<file path="src/rtl/core/stl_pkg.sv">
// ----------------------------------------------------------------------------
// stl_pkg
// Shared widths, token kind codes and the token and queue entry types of the
// source token lexer.
// ----------------------------------------------------------------------------
package stl_pkg;

    localparam int POS_BITS      = 32;
    localparam int LEN_BITS      = 16;
    localparam int KEYWORD_CHARS = 6;
    localparam int KW_BITS       = 8 * KEYWORD_CHARS;
    localparam int KIND_BITS     = 5;

    localparam int Q_DEPTH = 4;
    localparam int Q_PTR   = $clog2(Q_DEPTH);

    typedef logic [KIND_BITS-1:0] t_kind;

    localparam t_kind K_IDENT     = 5'd0;
    localparam t_kind K_NUMBER    = 5'd1;
    localparam t_kind K_STRING    = 5'd2;
    localparam t_kind K_ASSIGN    = 5'd3;
    localparam t_kind K_NEG       = 5'd4;
    localparam t_kind K_EQUALS    = 5'd5;
    localparam t_kind K_LESS      = 5'd6;
    localparam t_kind K_GREATER   = 5'd7;
    localparam t_kind K_NOTEQ     = 5'd8;
    localparam t_kind K_LESSEQ    = 5'd9;
    localparam t_kind K_GREATEREQ = 5'd10;
    localparam t_kind K_LPAREN    = 5'd11;
    localparam t_kind K_RPAREN    = 5'd12;
    localparam t_kind K_LBRACE    = 5'd13;
    localparam t_kind K_RBRACE    = 5'd14;
    localparam t_kind K_LBRACKET  = 5'd15;
    localparam t_kind K_RBRACKET  = 5'd16;
    localparam t_kind K_COMMA     = 5'd17;
    localparam t_kind K_SEMI      = 5'd18;
    localparam t_kind K_PLUS      = 5'd19;
    localparam t_kind K_MINUS     = 5'd20;
    localparam t_kind K_STAR      = 5'd21;
    localparam t_kind K_SLASH     = 5'd22;
    localparam t_kind K_AT        = 5'd23;
    localparam t_kind K_FUN       = 5'd24;
    localparam t_kind K_I64       = 5'd25;
    localparam t_kind K_IF        = 5'd26;
    localparam t_kind K_WHILE     = 5'd27;
    localparam t_kind K_RETURN    = 5'd28;
    localparam t_kind K_ASM       = 5'd29;
    localparam t_kind K_ERROR     = 5'd30;
    localparam t_kind K_END       = 5'd31;

    typedef struct packed {
        t_kind               kind;
        logic [POS_BITS-1:0] start;
        logic [LEN_BITS-1:0] length;
    } t_token;

    // One queue entry carries every token that a single input item produced.
    typedef struct packed {
        logic   two;
        t_token tok0;
        t_token tok1;
    } t_entry;

endpackage

</file>
<file path="src/rtl/core/source_token_lexer.sv">
// ----------------------------------------------------------------------------
// source_token_lexer
// Streaming lexer: source bytes in, tokens out as kind, start and length.
// ----------------------------------------------------------------------------
// The input channel takes one item per cycle: a source byte, or an end of
// input marker when i_func is high. An item is taken when i_valid is high and
// o_stall is low. The result channel presents one token per cycle with
// o_valid; it is taken when i_stall is low. o_run_last marks the last token
// caused by an input item.
// A token that an item completes is written into the queue and then into
// the output register before it is on the outputs. Items are taken back
// to back at one per cycle while o_stall is low; an item that gives two
// tokens occupies the result channel with both in turn, and a four-entry
// queue between the lexer and the output register absorbs such bursts.
// o_stall rises only while that queue is full, which happens when the
// receiver stalls or two-token items arrive in a long run.
// Synchronous reset returns the lexer to idle at position zero, clears the
// sticky error and empties the queue and output register. An end of input
// item also restarts positions at zero for a new source, but keeps the error.
// ----------------------------------------------------------------------------
module source_token_lexer (
    input  logic                            i_clk,
    input  logic                            i_rst_n,
    input  logic                            i_valid,
    output logic                            o_stall,
    input  logic                            i_func,
    input  logic [7:0]                      i_char_code,
    output logic                            o_valid,
    input  logic                            i_stall,
    output logic [stl_pkg::KIND_BITS-1:0]   o_token_kind,
    output logic [stl_pkg::POS_BITS-1:0]    o_token_start,
    output logic [stl_pkg::LEN_BITS-1:0]    o_token_length,
    output logic                            o_run_last
);
    import stl_pkg::*;

    logic   full;
    logic   empty;
    logic   push;
    logic   pop;
    t_entry entry;
    t_entry head;

    assign o_stall = full;

    stl_front u_front (
        .i_clk       (i_clk),
        .i_rst_n     (i_rst_n),
        .i_valid     (i_valid),
        .i_full      (full),
        .i_func      (i_func),
        .i_char_code (i_char_code),
        .o_push      (push),
        .o_entry     (entry)
    );

    stl_queue u_queue (
        .i_clk   (i_clk),
        .i_rst_n (i_rst_n),
        .i_push  (push),
        .i_entry (entry),
        .i_pop   (pop),
        .o_full  (full),
        .o_empty (empty),
        .o_head  (head)
    );

    stl_back u_back (
        .i_clk          (i_clk),
        .i_rst_n        (i_rst_n),
        .i_empty        (empty),
        .i_head         (head),
        .o_pop          (pop),
        .i_stall        (i_stall),
        .o_valid        (o_valid),
        .o_token_kind   (o_token_kind),
        .o_token_start  (o_token_start),
        .o_token_length (o_token_length),
        .o_run_last     (o_run_last)
    );

endmodule

</file>
<file path="src/rtl/core/stl_front.sv">
// ----------------------------------------------------------------------------
// stl_front
// Accepts source items, runs the lexer state and packs the tokens each item
// produces into one queue entry.
// ----------------------------------------------------------------------------
module stl_front (
    input  logic                 i_clk,
    input  logic                 i_rst_n,
    input  logic                 i_valid,
    input  logic                 i_full,
    input  logic                 i_func,
    input  logic [7:0]           i_char_code,
    output logic                 o_push,
    output stl_pkg::t_entry      o_entry
);
    import stl_pkg::*;

    typedef enum logic [7:0] {
        M_IDLE  = 8'b0000_0001,
        M_NUM   = 8'b0000_0010,
        M_STR   = 8'b0000_0100,
        M_IDENT = 8'b0000_1000,
        M_EQ    = 8'b0001_0000,
        M_BANG  = 8'b0010_0000,
        M_LT    = 8'b0100_0000,
        M_GT    = 8'b1000_0000
    } t_mode;

    // String literals place their last character lowest, so the keywords are
    // spelled backward to keep the first byte in the low bits.
    localparam logic [KW_BITS-1:0] WORD_I64    = KW_BITS'("46i");
    localparam logic [KW_BITS-1:0] WORD_FUN    = KW_BITS'("nuf");
    localparam logic [KW_BITS-1:0] WORD_ASM    = KW_BITS'("msa");
    localparam logic [KW_BITS-1:0] WORD_RET    = KW_BITS'("nruter");
    localparam logic [KW_BITS-1:0] WORD_IF     = KW_BITS'("fi");
    localparam logic [KW_BITS-1:0] WORD_LOOP   = KW_BITS'("elihw");

    localparam logic [LEN_BITS-1:0] LEN_MAX = {LEN_BITS{1'b1}};

    t_mode               r_mode, n_mode;
    logic [POS_BITS-1:0] r_pos, n_pos;
    logic [POS_BITS-1:0] r_begin, n_begin;
    logic [LEN_BITS-1:0] r_count, n_count;
    logic [KW_BITS-1:0]  r_kw, n_kw;
    logic                r_err, n_err;

    t_token              tok [2];
    logic [1:0]          cnt;
    logic                accept;
    logic                done;
    logic [7:0]          c;
    logic [LEN_BITS-1:0] count_inc;
    t_kind               punct;

    function automatic t_token mk_tok(t_kind k, logic [POS_BITS-1:0] s,
                                      logic [LEN_BITS-1:0] l);
        t_token t;
        t.kind   = k;
        t.start  = s;
        t.length = l;
        return t;
    endfunction

    function automatic logic is_digit(logic [7:0] ch);
        return (ch >= "0") && (ch <= "9");
    endfunction

    function automatic logic is_alpha(logic [7:0] ch);
        return ((ch >= "a") && (ch <= "z")) || ((ch >= "A") && (ch <= "Z"));
    endfunction

    function automatic t_kind punct_kind(logic [7:0] ch);
        t_kind k;
        unique case (ch)
            "(":     k = K_LPAREN;
            ")":     k = K_RPAREN;
            "{":     k = K_LBRACE;
            "}":     k = K_RBRACE;
            "[":     k = K_LBRACKET;
            "]":     k = K_RBRACKET;
            ",":     k = K_COMMA;
            ";":     k = K_SEMI;
            "+":     k = K_PLUS;
            "-":     k = K_MINUS;
            "*":     k = K_STAR;
            "/":     k = K_SLASH;
            "@":     k = K_AT;
            default: k = K_ERROR;
        endcase
        return k;
    endfunction

    function automatic t_kind ident_kind(logic [LEN_BITS-1:0] n, logic [KW_BITS-1:0] kw);
        t_kind k;
        k = K_IDENT;
        if (n == LEN_BITS'(3) && kw == WORD_I64) begin
            k = K_I64;
        end else if (n == LEN_BITS'(3) && kw == WORD_FUN) begin
            k = K_FUN;
        end else if (n == LEN_BITS'(3) && kw == WORD_ASM) begin
            k = K_ASM;
        end else if (n == LEN_BITS'(6) && kw == WORD_RET) begin
            k = K_RETURN;
        end else if (n == LEN_BITS'(2) && kw == WORD_IF) begin
            k = K_IF;
        end else if (n == LEN_BITS'(5) && kw == WORD_LOOP) begin
            k = K_WHILE;
        end
        return k;
    endfunction

    assign accept    = i_valid && !i_full;
    assign c         = i_char_code;
    assign count_inc = (r_count == LEN_MAX) ? r_count : r_count + LEN_BITS'(1);
    assign punct     = punct_kind(c);

    always_comb begin
        n_mode  = r_mode;
        n_pos   = r_pos;
        n_begin = r_begin;
        n_count = r_count;
        n_kw    = r_kw;
        n_err   = r_err;
        tok[0]  = '0;
        tok[1]  = '0;
        cnt     = 2'd0;
        done    = 1'b0;

        if (i_func) begin
            if (r_err) begin
                tok[cnt[0]] = mk_tok(K_ERROR, r_begin, '0);
                cnt = cnt + 2'd1;
            end else if (r_mode == M_STR) begin
                n_err = 1'b1;
                tok[cnt[0]] = mk_tok(K_ERROR, r_begin, r_count);
                cnt = cnt + 2'd1;
            end else if (r_mode == M_NUM) begin
                tok[cnt[0]] = mk_tok(K_NUMBER, r_begin, r_count);
                cnt = cnt + 2'd1;
            end else if (r_mode == M_IDENT) begin
                tok[cnt[0]] = mk_tok(ident_kind(r_count, r_kw), r_begin, r_count);
                cnt = cnt + 2'd1;
            end else if (r_mode != M_IDLE) begin
                tok[cnt[0]] = mk_tok((r_mode == M_EQ)   ? K_ASSIGN :
                                     (r_mode == M_BANG) ? K_NEG    :
                                     (r_mode == M_LT)   ? K_LESS   : K_GREATER,
                                     r_begin, LEN_BITS'(1));
                cnt = cnt + 2'd1;
            end
            tok[cnt[0]] = mk_tok(K_END, r_pos, '0);
            cnt     = cnt + 2'd1;
            n_mode  = M_IDLE;
            n_pos   = '0;
            n_count = '0;
            n_kw    = '0;
        end else begin
            if (r_err) begin
                tok[cnt[0]] = mk_tok(K_ERROR, r_begin, '0);
                cnt = cnt + 2'd1;
            end else begin
                unique case (r_mode) inside
                    M_NUM: begin
                        if (is_digit(c)) begin
                            n_count = count_inc;
                            done    = 1'b1;
                        end
                    end
                    M_IDENT: begin
                        if (is_alpha(c) || is_digit(c) || c == "_") begin
                            for (int i = 0; i < KEYWORD_CHARS; i++) begin
                                if (r_count == LEN_BITS'(i)) begin
                                    n_kw[i*8 +: 8] = c;
                                end
                            end
                            n_count = count_inc;
                            done    = 1'b1;
                        end
                    end
                    M_STR: begin
                        n_count = count_inc;
                        if (c == "\"") begin
                            tok[cnt[0]] = mk_tok(K_STRING, r_begin, count_inc);
                            cnt    = cnt + 2'd1;
                            n_mode = M_IDLE;
                        end
                        done = 1'b1;
                    end
                    M_EQ, M_BANG, M_LT, M_GT: begin
                        if (c == "=") begin
                            tok[cnt[0]] = mk_tok((r_mode == M_EQ)   ? K_EQUALS :
                                                 (r_mode == M_BANG) ? K_NOTEQ  :
                                                 (r_mode == M_LT)   ? K_LESSEQ : K_GREATEREQ,
                                                 r_begin, LEN_BITS'(2));
                            cnt    = cnt + 2'd1;
                            n_mode = M_IDLE;
                            done   = 1'b1;
                        end
                    end
                    default: begin
                    end
                endcase

                if (!done) begin
                    if (r_mode == M_NUM) begin
                        tok[cnt[0]] = mk_tok(K_NUMBER, r_begin, r_count);
                        cnt = cnt + 2'd1;
                    end else if (r_mode == M_IDENT) begin
                        tok[cnt[0]] = mk_tok(ident_kind(r_count, r_kw), r_begin, r_count);
                        cnt = cnt + 2'd1;
                    end else if (r_mode != M_IDLE) begin
                        tok[cnt[0]] = mk_tok((r_mode == M_EQ)   ? K_ASSIGN :
                                             (r_mode == M_BANG) ? K_NEG    :
                                             (r_mode == M_LT)   ? K_LESS   : K_GREATER,
                                             r_begin, LEN_BITS'(1));
                        cnt = cnt + 2'd1;
                    end
                    n_mode = M_IDLE;

                    if (c == " " || (c >= 8'd9 && c <= 8'd13)) begin
                        n_mode = M_IDLE;
                    end else if (is_digit(c)) begin
                        n_mode  = M_NUM;
                        n_begin = r_pos;
                        n_count = LEN_BITS'(1);
                    end else if (c == "\"") begin
                        n_mode  = M_STR;
                        n_begin = r_pos;
                        n_count = LEN_BITS'(1);
                    end else if (is_alpha(c) || c == "_") begin
                        n_mode  = M_IDENT;
                        n_begin = r_pos;
                        n_count = LEN_BITS'(1);
                        n_kw    = KW_BITS'(c);
                    end else if (c == "=" || c == "!" || c == "<" || c == ">") begin
                        n_mode  = (c == "=") ? M_EQ :
                                  (c == "!") ? M_BANG :
                                  (c == "<") ? M_LT : M_GT;
                        n_begin = r_pos;
                        n_count = LEN_BITS'(1);
                    end else begin
                        if (punct == K_ERROR) begin
                            n_err   = 1'b1;
                            n_begin = r_pos;
                        end
                        tok[cnt[0]] = mk_tok(punct, r_pos, LEN_BITS'(1));
                        cnt = cnt + 2'd1;
                    end
                end
            end
            n_pos = r_pos + POS_BITS'(1);
        end
    end

    always_ff @(posedge i_clk) begin
        if (!i_rst_n) begin
            r_mode  <= M_IDLE;
            r_pos   <= '0;
            r_begin <= '0;
            r_count <= '0;
            r_kw    <= '0;
            r_err   <= 1'b0;
        end else if (accept) begin
            r_mode  <= n_mode;
            r_pos   <= n_pos;
            r_begin <= n_begin;
            r_count <= n_count;
            r_kw    <= n_kw;
            r_err   <= n_err;
        end
    end

    assign o_push       = accept && (cnt != 2'd0);
    assign o_entry.two  = cnt[1];
    assign o_entry.tok0 = tok[0];
    assign o_entry.tok1 = tok[1];

endmodule

</file>
<file path="src/rtl/core/stl_queue.sv">
// ----------------------------------------------------------------------------
// stl_queue
// Short first-in first-out queue of token entries between the lexer front
// and the output back end.
// ----------------------------------------------------------------------------
module stl_queue (
    input  logic             i_clk,
    input  logic             i_rst_n,
    input  logic             i_push,
    input  stl_pkg::t_entry  i_entry,
    input  logic             i_pop,
    output logic             o_full,
    output logic             o_empty,
    output stl_pkg::t_entry  o_head
);
    import stl_pkg::*;

    t_entry           r_mem [Q_DEPTH];
    logic [Q_PTR-1:0] r_wr;
    logic [Q_PTR-1:0] r_rd;
    logic [Q_PTR:0]   r_cnt;
    logic             do_pop;

    assign o_full  = (r_cnt == (Q_PTR+1)'(Q_DEPTH));
    assign o_empty = (r_cnt == '0);
    assign o_head  = r_mem[r_rd];
    assign do_pop  = i_pop && !o_empty;

    always_ff @(posedge i_clk) begin
        if (i_push) begin
            r_mem[r_wr] <= i_entry;
        end
    end

    always_ff @(posedge i_clk) begin
        if (!i_rst_n) begin
            r_wr  <= '0;
            r_rd  <= '0;
            r_cnt <= '0;
        end else begin
            if (i_push) begin
                r_wr <= r_wr + Q_PTR'(1);
            end
            if (do_pop) begin
                r_rd <= r_rd + Q_PTR'(1);
            end
            if (i_push && !do_pop) begin
                r_cnt <= r_cnt + (Q_PTR+1)'(1);
            end else if (!i_push && do_pop) begin
                r_cnt <= r_cnt - (Q_PTR+1)'(1);
            end
        end
    end

endmodule

</file>
<file path="src/rtl/core/stl_back.sv">
// ----------------------------------------------------------------------------
// stl_back
// Takes queue entries apart into single tokens and drives the registered
// result channel, marking the last token of each input item.
// ----------------------------------------------------------------------------
module stl_back (
    input  logic                            i_clk,
    input  logic                            i_rst_n,
    input  logic                            i_empty,
    input  stl_pkg::t_entry                 i_head,
    output logic                            o_pop,
    input  logic                            i_stall,
    output logic                            o_valid,
    output logic [stl_pkg::KIND_BITS-1:0]   o_token_kind,
    output logic [stl_pkg::POS_BITS-1:0]    o_token_start,
    output logic [stl_pkg::LEN_BITS-1:0]    o_token_length,
    output logic                            o_run_last
);
    import stl_pkg::*;

    logic   r_valid;
    logic   r_half;
    t_token r_tok;
    logic   r_last;
    logic   load;
    logic   first_of_two;

    assign load         = !r_valid || !i_stall;
    assign first_of_two = i_head.two && !r_half;
    assign o_pop        = load && !i_empty && !first_of_two;

    always_ff @(posedge i_clk) begin
        if (!i_rst_n) begin
            r_valid <= 1'b0;
            r_half  <= 1'b0;
        end else if (load) begin
            r_valid <= !i_empty;
            if (!i_empty) begin
                r_half <= first_of_two;
            end
        end
    end

    always_ff @(posedge i_clk) begin
        if (load && !i_empty) begin
            r_tok  <= r_half ? i_head.tok1 : i_head.tok0;
            r_last <= !first_of_two;
        end
    end

    assign o_valid        = r_valid;
    assign o_token_kind   = r_tok.kind;
    assign o_token_start  = r_tok.start;
    assign o_token_length = r_tok.length;
    assign o_run_last     = r_last;

endmodule

</file>
<file path="config.mk">
export PLATFORM = sky130hd
export DESIGN_NAME = source_token_lexer
export DESIGN_NICKNAME = d
export VERILOG_FILES = /design/src/rtl/core/stl_pkg.sv /design/src/rtl/core/source_token_lexer.sv /design/src/rtl/core/stl_front.sv /design/src/rtl/core/stl_queue.sv /design/src/rtl/core/stl_back.sv
export SDC_FILE = /design/constraint.sdc
export NUM_CORES = 1
export LEC_CHECK = 0
export ABC_AREA = 1
export CAP_MARGIN = 0
export CORE_UTILIZATION = 58
export CTS_CLUSTER_DIAMETER = 60
export DETAILED_ROUTE_END_ITERATION = 7
export DONT_BUFFER_PORTS = 1
export GPL_TIMING_DRIVEN = 0
export MAX_ROUTING_LAYER = met4
export PLACE_DENSITY = 0.82
export SLEW_MARGIN = 15
export SYNTH_ARGS = -nofsm -noshare
export SYNTH_HDL_FRONTEND = slang
export SYNTH_HIERARCHICAL = 1
export SYNTH_SLANG_ARGS = --single-unit
</file>
<file path="constraint.sdc">
create_clock -name i_clk -period 13.85 [get_ports i_clk]
set_clock_uncertainty 0.15 [all_clocks]
set_input_delay 0.6925 -clock i_clk [delete_from_list [all_inputs] [get_ports i_clk]]
set_output_delay 0.6925 -clock i_clk [all_outputs]
set_load 0.01 [all_outputs]
</file>
==> impl_metrics.ini, run 1 <==
[sta]
fin_crit_ns = 5.31
rsz0062_at_grt = false
clock.fmax_ghz = 0.188
relSlewSlack_pct = 35.3
tightest_slew_ns = 0.968
final_max_slew_viol_count = 0
fin_tns_setup_ns = 0
setup_violations = 0
hold_viol = 0
post-route-period-util_pct = 38.3

[global_routing]
antenna_found_initial = 2
grt_max_degree = 75
grt_overflow = 0
grt_util_all_layers_pct = 33.3
first_global_vias = 23600
grt_pass1_wl_um = 132000

[setup_path]
crit_path_top_delay_cell = nor2_1
critPathMostFrequentCell = nand2_1
critPathMaxFanout = 55
worst-path-buf-inv = 6
required_ns = 13.95
critical_path.max_stage_delay_ns = 0.49
arrival_ns = 5.41
path_cells = buf_2 > nand2_2 > nor2_4 > nand2_1 > nor2_2 > nand2_1 > nand2_1 > buf_4 > buf_4 > ha_1 > nor2_4 > inv_1 > nand3_1 > nand2_1 > nand2_1 > nand2_1 > nand2_1 > nor2_1 > nor2_1 > nand2_1 > inv_6 > buf_16
crit_family = simple AND/OR/NAND/NOR gates
crit_type = input port to register
worst_setup_path_end_kind = register
cp-start-kind = input port

[floorplanning]
start_util_pct = 58.8
rows = 83
core_area_sq_um = 51500
dieWidth_um = 231
io_pins = 69
fp.dieH_um = 231
die-area_sq_um = 53200

[outcome]
status = completed

[drt]
avgViaCountPerCell = 6.03
first_pass_iters = 7
drc = 0
routed_wl_um = 86700
via_count = 25500
avgRoutedWirePerCell_um = 20.5
dr.first_iter.drc_count = 3475
drtAntennaViolNets = 0

[pwr]
p_leak_nw = 12.3
p_per_area_nw_per_um2 = 180
ir_drop_uv = 132

[clock_network]
clockBufferDepth = 3
clock-root-buffer = clkbuf_16
cts-resized-gates = 0
cts_buffers = 68
postCtsHoldBufs = 0
clkTransAtPathRegs_ns = 0.06
clkSinkCount = 630
insertion_delay_ns = 0.60
cts_tree = done
cts_setup_buffers = 0
htree_levels = 3

[placed_design]
place.port_buffers = 0
dp_hpwl_um = 58900
place_congestion = 0.988
place_area_sq_um = 31400

[yosys]
avgSynthCellArea_sq_um = 8.92
synth_area_sq_um = 30300
synthDistinctLibCells = 50
ys_seq_elements = 630
synth_ff_type = edfxtp_1
synth_cells = 3396
async_flop_share_pct = 0
ys_seq_area_share_pct = 57.6
ys_warn_count = 6
synth_edf_count = 482
yosysTopAreaCellShare_pct = 47.8
synth_area_leaders = edfxtp_1 48%, dfxtp_1 9.8%, nand2_1 8.4%, nor2_1 7.4%, o21ai_0 6.1%
yosysTopAreaCell = edfxtp_1

[final_layout]
fillers = 3965
drive_above_1_share_pct = 8.33
finish.instance_area_sq_um = 33600
final_cell_mix = 674 x nand2_1, 601 x nor2_1, 482 x edfxtp_1
final_core_util_pct = 65.3
finalNetCount = 3510
final_common_cell = nand2_1
area_growth_pct = 11.0
seq_area_sq_um = 17400
multi_input_area_sq_um = 10900

[min_path]
hp-class = input port to register

[flow_run]
maxCapViolations = 0
[layer usage]
| metal | share of wire (%) | GRT usage, % | up-vias | wire length (um) |
|---|---|---|---|---|
| met5 | 0 | - | - | 0 |
| met4 | 3.8 | 13.3 | 0 | 3280 |
| met3 | 11 | 5.30 | 236 | 9440 |
| met2 | 46 | 51.2 | 1622 | 39900 |
| met1 | 39 | 44.4 | 11800 | 34100 |
| li1 | - | - | 11800 | - |
[worst reg2reg max path, stage by stage (launching register included)]
cell and delay [ns]:
dfxtp_1 0.35, nor2_2 0.13, nand2_1 0.13, nor4_4 0.36
nand2_1 0.26, nand2_1 0.23, buf_4 0.22, buf_4 0.20
ha_1 0.27, nor2_4 0.20, inv_1 0.08, nand3_1 0.24
nand2_1 0.08, nand2_1 0.07, nand2_1 0.05, nand2_1 0.17
nor2_1 0.06, nor2_1 0.49, nand2_1 0.24, inv_6 0.47
buf_16 0.35
[report_power, final]
part           total (W)  switching, W  internal (W)
Combinational    0.00165       0.00120      0.000449
Sequential       0.00256      0.000132       0.00243
Clock            0.00185      0.000763       0.00109
Total            0.00606       0.00210       0.00396
[cell type report]
class,count,area share (%)
timing repair buffer,5,0.387
multi-input combinational,2348,32.4
antenna,1,0.00744
inverter,226,2.63
buffer,206,3.42
clock inverter,47,1.38
clock buffer,79,5.43
tap,680,2.53
sequential,630,51.8
[flip-flops by register name, indices dropped and copies added (netlist names), 8 cells and up, named ones only]
signal,count
u_front/r_kw,48
u_front/r_count,16
u_front/r_begin,32
u_back/o_token_length,16
u_queue/r_mem,428
u_back/o_token_start,32
u_front/r_pos,32
u_front/r_mode,8
[synthesized netlist by cell type (all sizes together) (2+ instances only)]
master,number
and3,2
nand3b,4
a21oi,147
xor2,16
clkbuf,112
o21bai,32
dfxtp,148
o21ai,411
nor3,50
nor4,10
o21a,2
nand2,689
nand4,42
nor3b,3
o31ai,3
o211ai,2
nand3,129
buf,94
o22ai,141
ha,11
clkinv,6
nor2,634
inv,220
edfxtp,482
[worst paths after layout]
path | cells past startpoint | to | slack (ns) | startpoint
worst max-delay path | 22 | u_queue/r_mem[1][82]$_DFFE_PP_ | 8.54 | i_char_code[5]
worst min-delay path | 2 | u_queue/r_cnt[2]$_SDFFE_PN0P_ | 0.05 | i_rst_n
worst max register to register | 20 | u_queue/r_mem[1][82]$_DFFE_PP_ | 8.61 | u_front/r_mode[6]$_SDFFE_PN0P_
worst min register to register | 2 | u_front/r_kw[47]$_SDFFE_PN0P_ | 0.34 | u_front/r_kw[47]$_SDFFE_PN0P_
[stage by stage]
step	hold slack (ns)	std cells	setup slack, ns	total power (W)
floorplan	0.309	3410	7.96	0.00361
global placement	0.319	4090	5.38	0.00412
detailed placement	0.325	4095	8.05	0.00418
CTS	0.0323	4221	8.67	0.00603
global route	0.0425	4222	8.40	0.00628
finish	0.0538	4222	8.54	0.00606
[cell families after synthesis]
logic type	after synthesis	synth area share [%]
simple gates	1564	21.6
compound gates	740	13.1
flops	630	57.6
buf+inv	432	6.66
xor+xnor	17	0.491
fa+ha+maj	12	0.520
other cells	1	0.0124
No activity file was read; power rests on OpenSTA's default activity.
==> inputs of run 2 (changes only) <==
ABC_AREA = 0   (was 1)
clock period = 5.1 ns   (was 13.85 ns; I/O delays follow)
==> run 2 against run 1 <==
First-iteration DRC count shrank 49%. Critical path depth is 7 lower. Clock-buffer cell count up 9. Non-clock buffer count is 66 lower. Die area is 12% lower. Clock power increased by 140%. Register-to-register slack got worse by 8.4 ns. Final cell count down 40%. Core utilization increased by 0.59 points. Largest cell class unchanged. Largest power group unchanged. Highest routed layer unchanged.
==> impl_metrics.ini, run 2 <==
[floorplanning]
fp.dieH_um = 217
die-area_sq_um = 47000
core_area_sq_um = 45500
dieWidth_um = 217
start_util_pct = 58.8
rows = 78
io_pins = 69

[sta]
hold_viol = 0
final_max_slew_viol_count = 0
setup_violations = 0
fin_tns_setup_ns = 0
tightest_slew_ns = 0.912
post-route-period-util_pct = 96.4
relSlewSlack_pct = 38.6
clock.fmax_ghz = 0.203
rsz0062_at_grt = false
holdWs_ns = 0.0736
fin_crit_ns = 4.92

[flow_run]
maxCapViolations = 0

[pwr]
p_leak_nw = 10.0
total_power_w = 0.0140
p_per_area_nw_per_um2 = 468
ir_drop_uv = 376

[final_layout]
final_cells = 2531
drive_above_1_share_pct = 19.3
finalNetCount = 1900
area_growth_pct = 12.0
top_regs = u_queue/r_mem: 428 flops, u_front/r_kw: 48 flops
top_register = u_queue/r_mem
fillers = 3107
final_core_util_pct = 65.9
final_common_cell = edfxtp_1
largest_register_ffs = 428
final_cell_mix = 482 x edfxtp_1, 148 x dfxtp_1, 110 x nand2_1

[clock_network]
cts_buffers = 61
clock-root-buffer = clkbuf_16
clockBufferDepth = 3
cts_tree = done
clkTransAtPathRegs_ns = 0.06
htree_levels = 2
insertion_delay_ns = 0.63
clkSinkCount = 630

[setup_path]
startpoint = u_front/r_mode[3]$_SDFFE_PN0P_
worst-path-buf-inv = 2
critPathMostFrequentCell = ha_1
rr_worst_depth = 15
critPathMaxFanout = 9
reg2reg_slack_ns = 0.18
crit_path_top_delay_cell = nor4b_1
crit_type = register to register
critical_path.max_stage_delay_ns = 0.54
arrival_ns = 5.32
crit_family = simple AND/OR/NAND/NOR gates
required_ns = 5.50
path_cells = clkbuf_1 > nor4b_1 > nand4_1 > o21ai_2 > ha_1 > nor2_1 > xnor2_1 > a211oi_1 > a21oi_2 > ha_1 > inv_1 > fa_1 > xor2_1 > or3_1 > a21boi_0
r2r_end = u_queue/r_cnt[2]$_SDFFE_PN0P_
cp-start-kind = register
worst_setup_path_end_kind = register
r2r_start = u_front/r_mode[3]$_SDFFE_PN0P_
cp_num_cells = 15
cp-endpoint = u_queue/r_cnt[2]$_SDFFE_PN0P_

[drt]
routed_wl_um = 61400
via_count = 16300
top_layer = met4
first_pass_iters = 6
drt-met1-wl_um = 24800
dr.first_iter.drc_count = 1762
drc = 0
avgRoutedWirePerCell_um = 24.2
avgViaCountPerCell = 6.44
met3_length_um = 3910
drtAntennaViolNets = 0
wl_met2_um = 31200

[yosys]
ys_seq_elements = 630
synth_area_leaders = edfxtp_1 54%, dfxtp_1 11%, mux4_2 9.0%, mux2_4 2.1%, nand2_1 1.5%
synth_ff_type = edfxtp_1
synth_area_sq_um = 26800
synthDistinctLibCells = 93
yosysMostFrequentCell = edfxtp_1
yosysTopAreaCell = edfxtp_1
async_flop_share_pct = 0
synth_cells = 1775
synth_edf_count = 482
ys_seq_area_share_pct = 65.2
avgSynthCellArea_sq_um = 15.1
yosysTopAreaCellShare_pct = 54.1
ys_top_cells_by_count = 482 x edfxtp_1, 148 x dfxtp_1, 110 x nand2_1
ys_warn_count = 6

[placed_design]
dp_hpwl_um = 39300
dp_cells = 2399
place.port_buffers = 0
place_congestion = 0.915

[global_routing]
grt_max_degree = 51
grt_util_all_layers_pct = 27.1
first_global_vias = 16300
antenna_found_initial = 2
grt_overflow = 0
grt_pass1_wl_um = 94800

[min_path]
hp-class = input port to register

[outcome]
status = completed
## run 2: worst min path at each step
stage	from	end	slack, ns	cells past startpoint
3_3_place_gp	i_rst_n	u_queue/r_cnt[0]$_SDFFE_PN0P_	0.23	1
4_1_cts	i_char_code[5]	u_front/r_mode[4]$_SDFFE_PN0P_	0.03	4
6_report	i_char_code[5]	u_front/r_mode[4]$_SDFFE_PN0P_	0.07	4
3_5_place_dp	i_rst_n	u_queue/r_wr[0]$_SDFFE_PN0P_	0.24	1
5_1_grt	i_char_code[5]	u_front/r_mode[4]$_SDFFE_PN0P_	0.08	4
2_1_floorplan	i_rst_n	register	0.23	1
## run 2: stage by stage
stage / instance area (sq um) / setup slack (ns)
global route: 30000 / 0.0311
finish: 30000 / 0.184
detailed placement: 27900 / 0.0281
global placement: 27600 / -1.53
CTS: 30000 / 0.0154
floorplan: 26800 / 0.200
## run 2: metal layers
metal / GRT usage [%] / vias to the layer above
met1: 35.0 / 8293
met5: - / -
met4: 7.82 / 0
met3: 3.89 / 112
met2: 45.1 / 715
li1: - / 7180
## run 2: report_power, final
group          leakage (nW)  internal [W]  total, W  switching, W
logic                  3.16       0.00142   0.00293       0.00151
registers              5.93       0.00634   0.00669      0.000351
clock network         0.953       0.00250   0.00442       0.00192
total                  10.0        0.0103    0.0140       0.00378
## run 2: timing repair
item | in CTS | in global routing
hold buffers | 13 | 0
gates resized for setup | 0 | 1
endpoints found under the hold margin | 54 | 0
buffers inserted | 0 | 0
setup endpoints to repair | 0 | 143
## run 2: worst register-to-register path, cell delays in order (launching register included)
cell and delay [ns]:
dfxtp_1 0.30, clkbuf_1 0.20, nor4b_1 0.54, nand4_1 0.50, o21ai_2 0.39, ha_1 0.37, nor2_1 0.33, xnor2_1 0.17
a211oi_1 0.13, a21oi_2 0.41, ha_1 0.26, inv_1 0.06, fa_1 0.37, xor2_1 0.17, or3_1 0.33, a21boi_0 0.17
## run 2: logic make-up after synthesis
family,share of synthesized area [%]
simple gates,10.4
other cells,0.0140
mux,12.0
xor+xnor,1.18
compound gates,7.84
flops,65.2
buf+inv,2.83
fa+ha+maj,0.589
## run 2: area by class of cell
type / instances / area, sq um / area share (%)
flip-flops and latches: 630 / 17400 / 58.2
multi-input cells: 1021 / 8640 / 28.8
clock buffers: 88 / 1670 / 5.56
well taps: 600 / 751 / 2.50
plain buffers: 122 / 698 / 2.33
repair buffers: 23 / 405 / 1.35
clock inverters: 28 / 309 / 1.03
inverters: 16 / 60.1 / 0.200
diodes: 3 / 7.51 / 0.0250
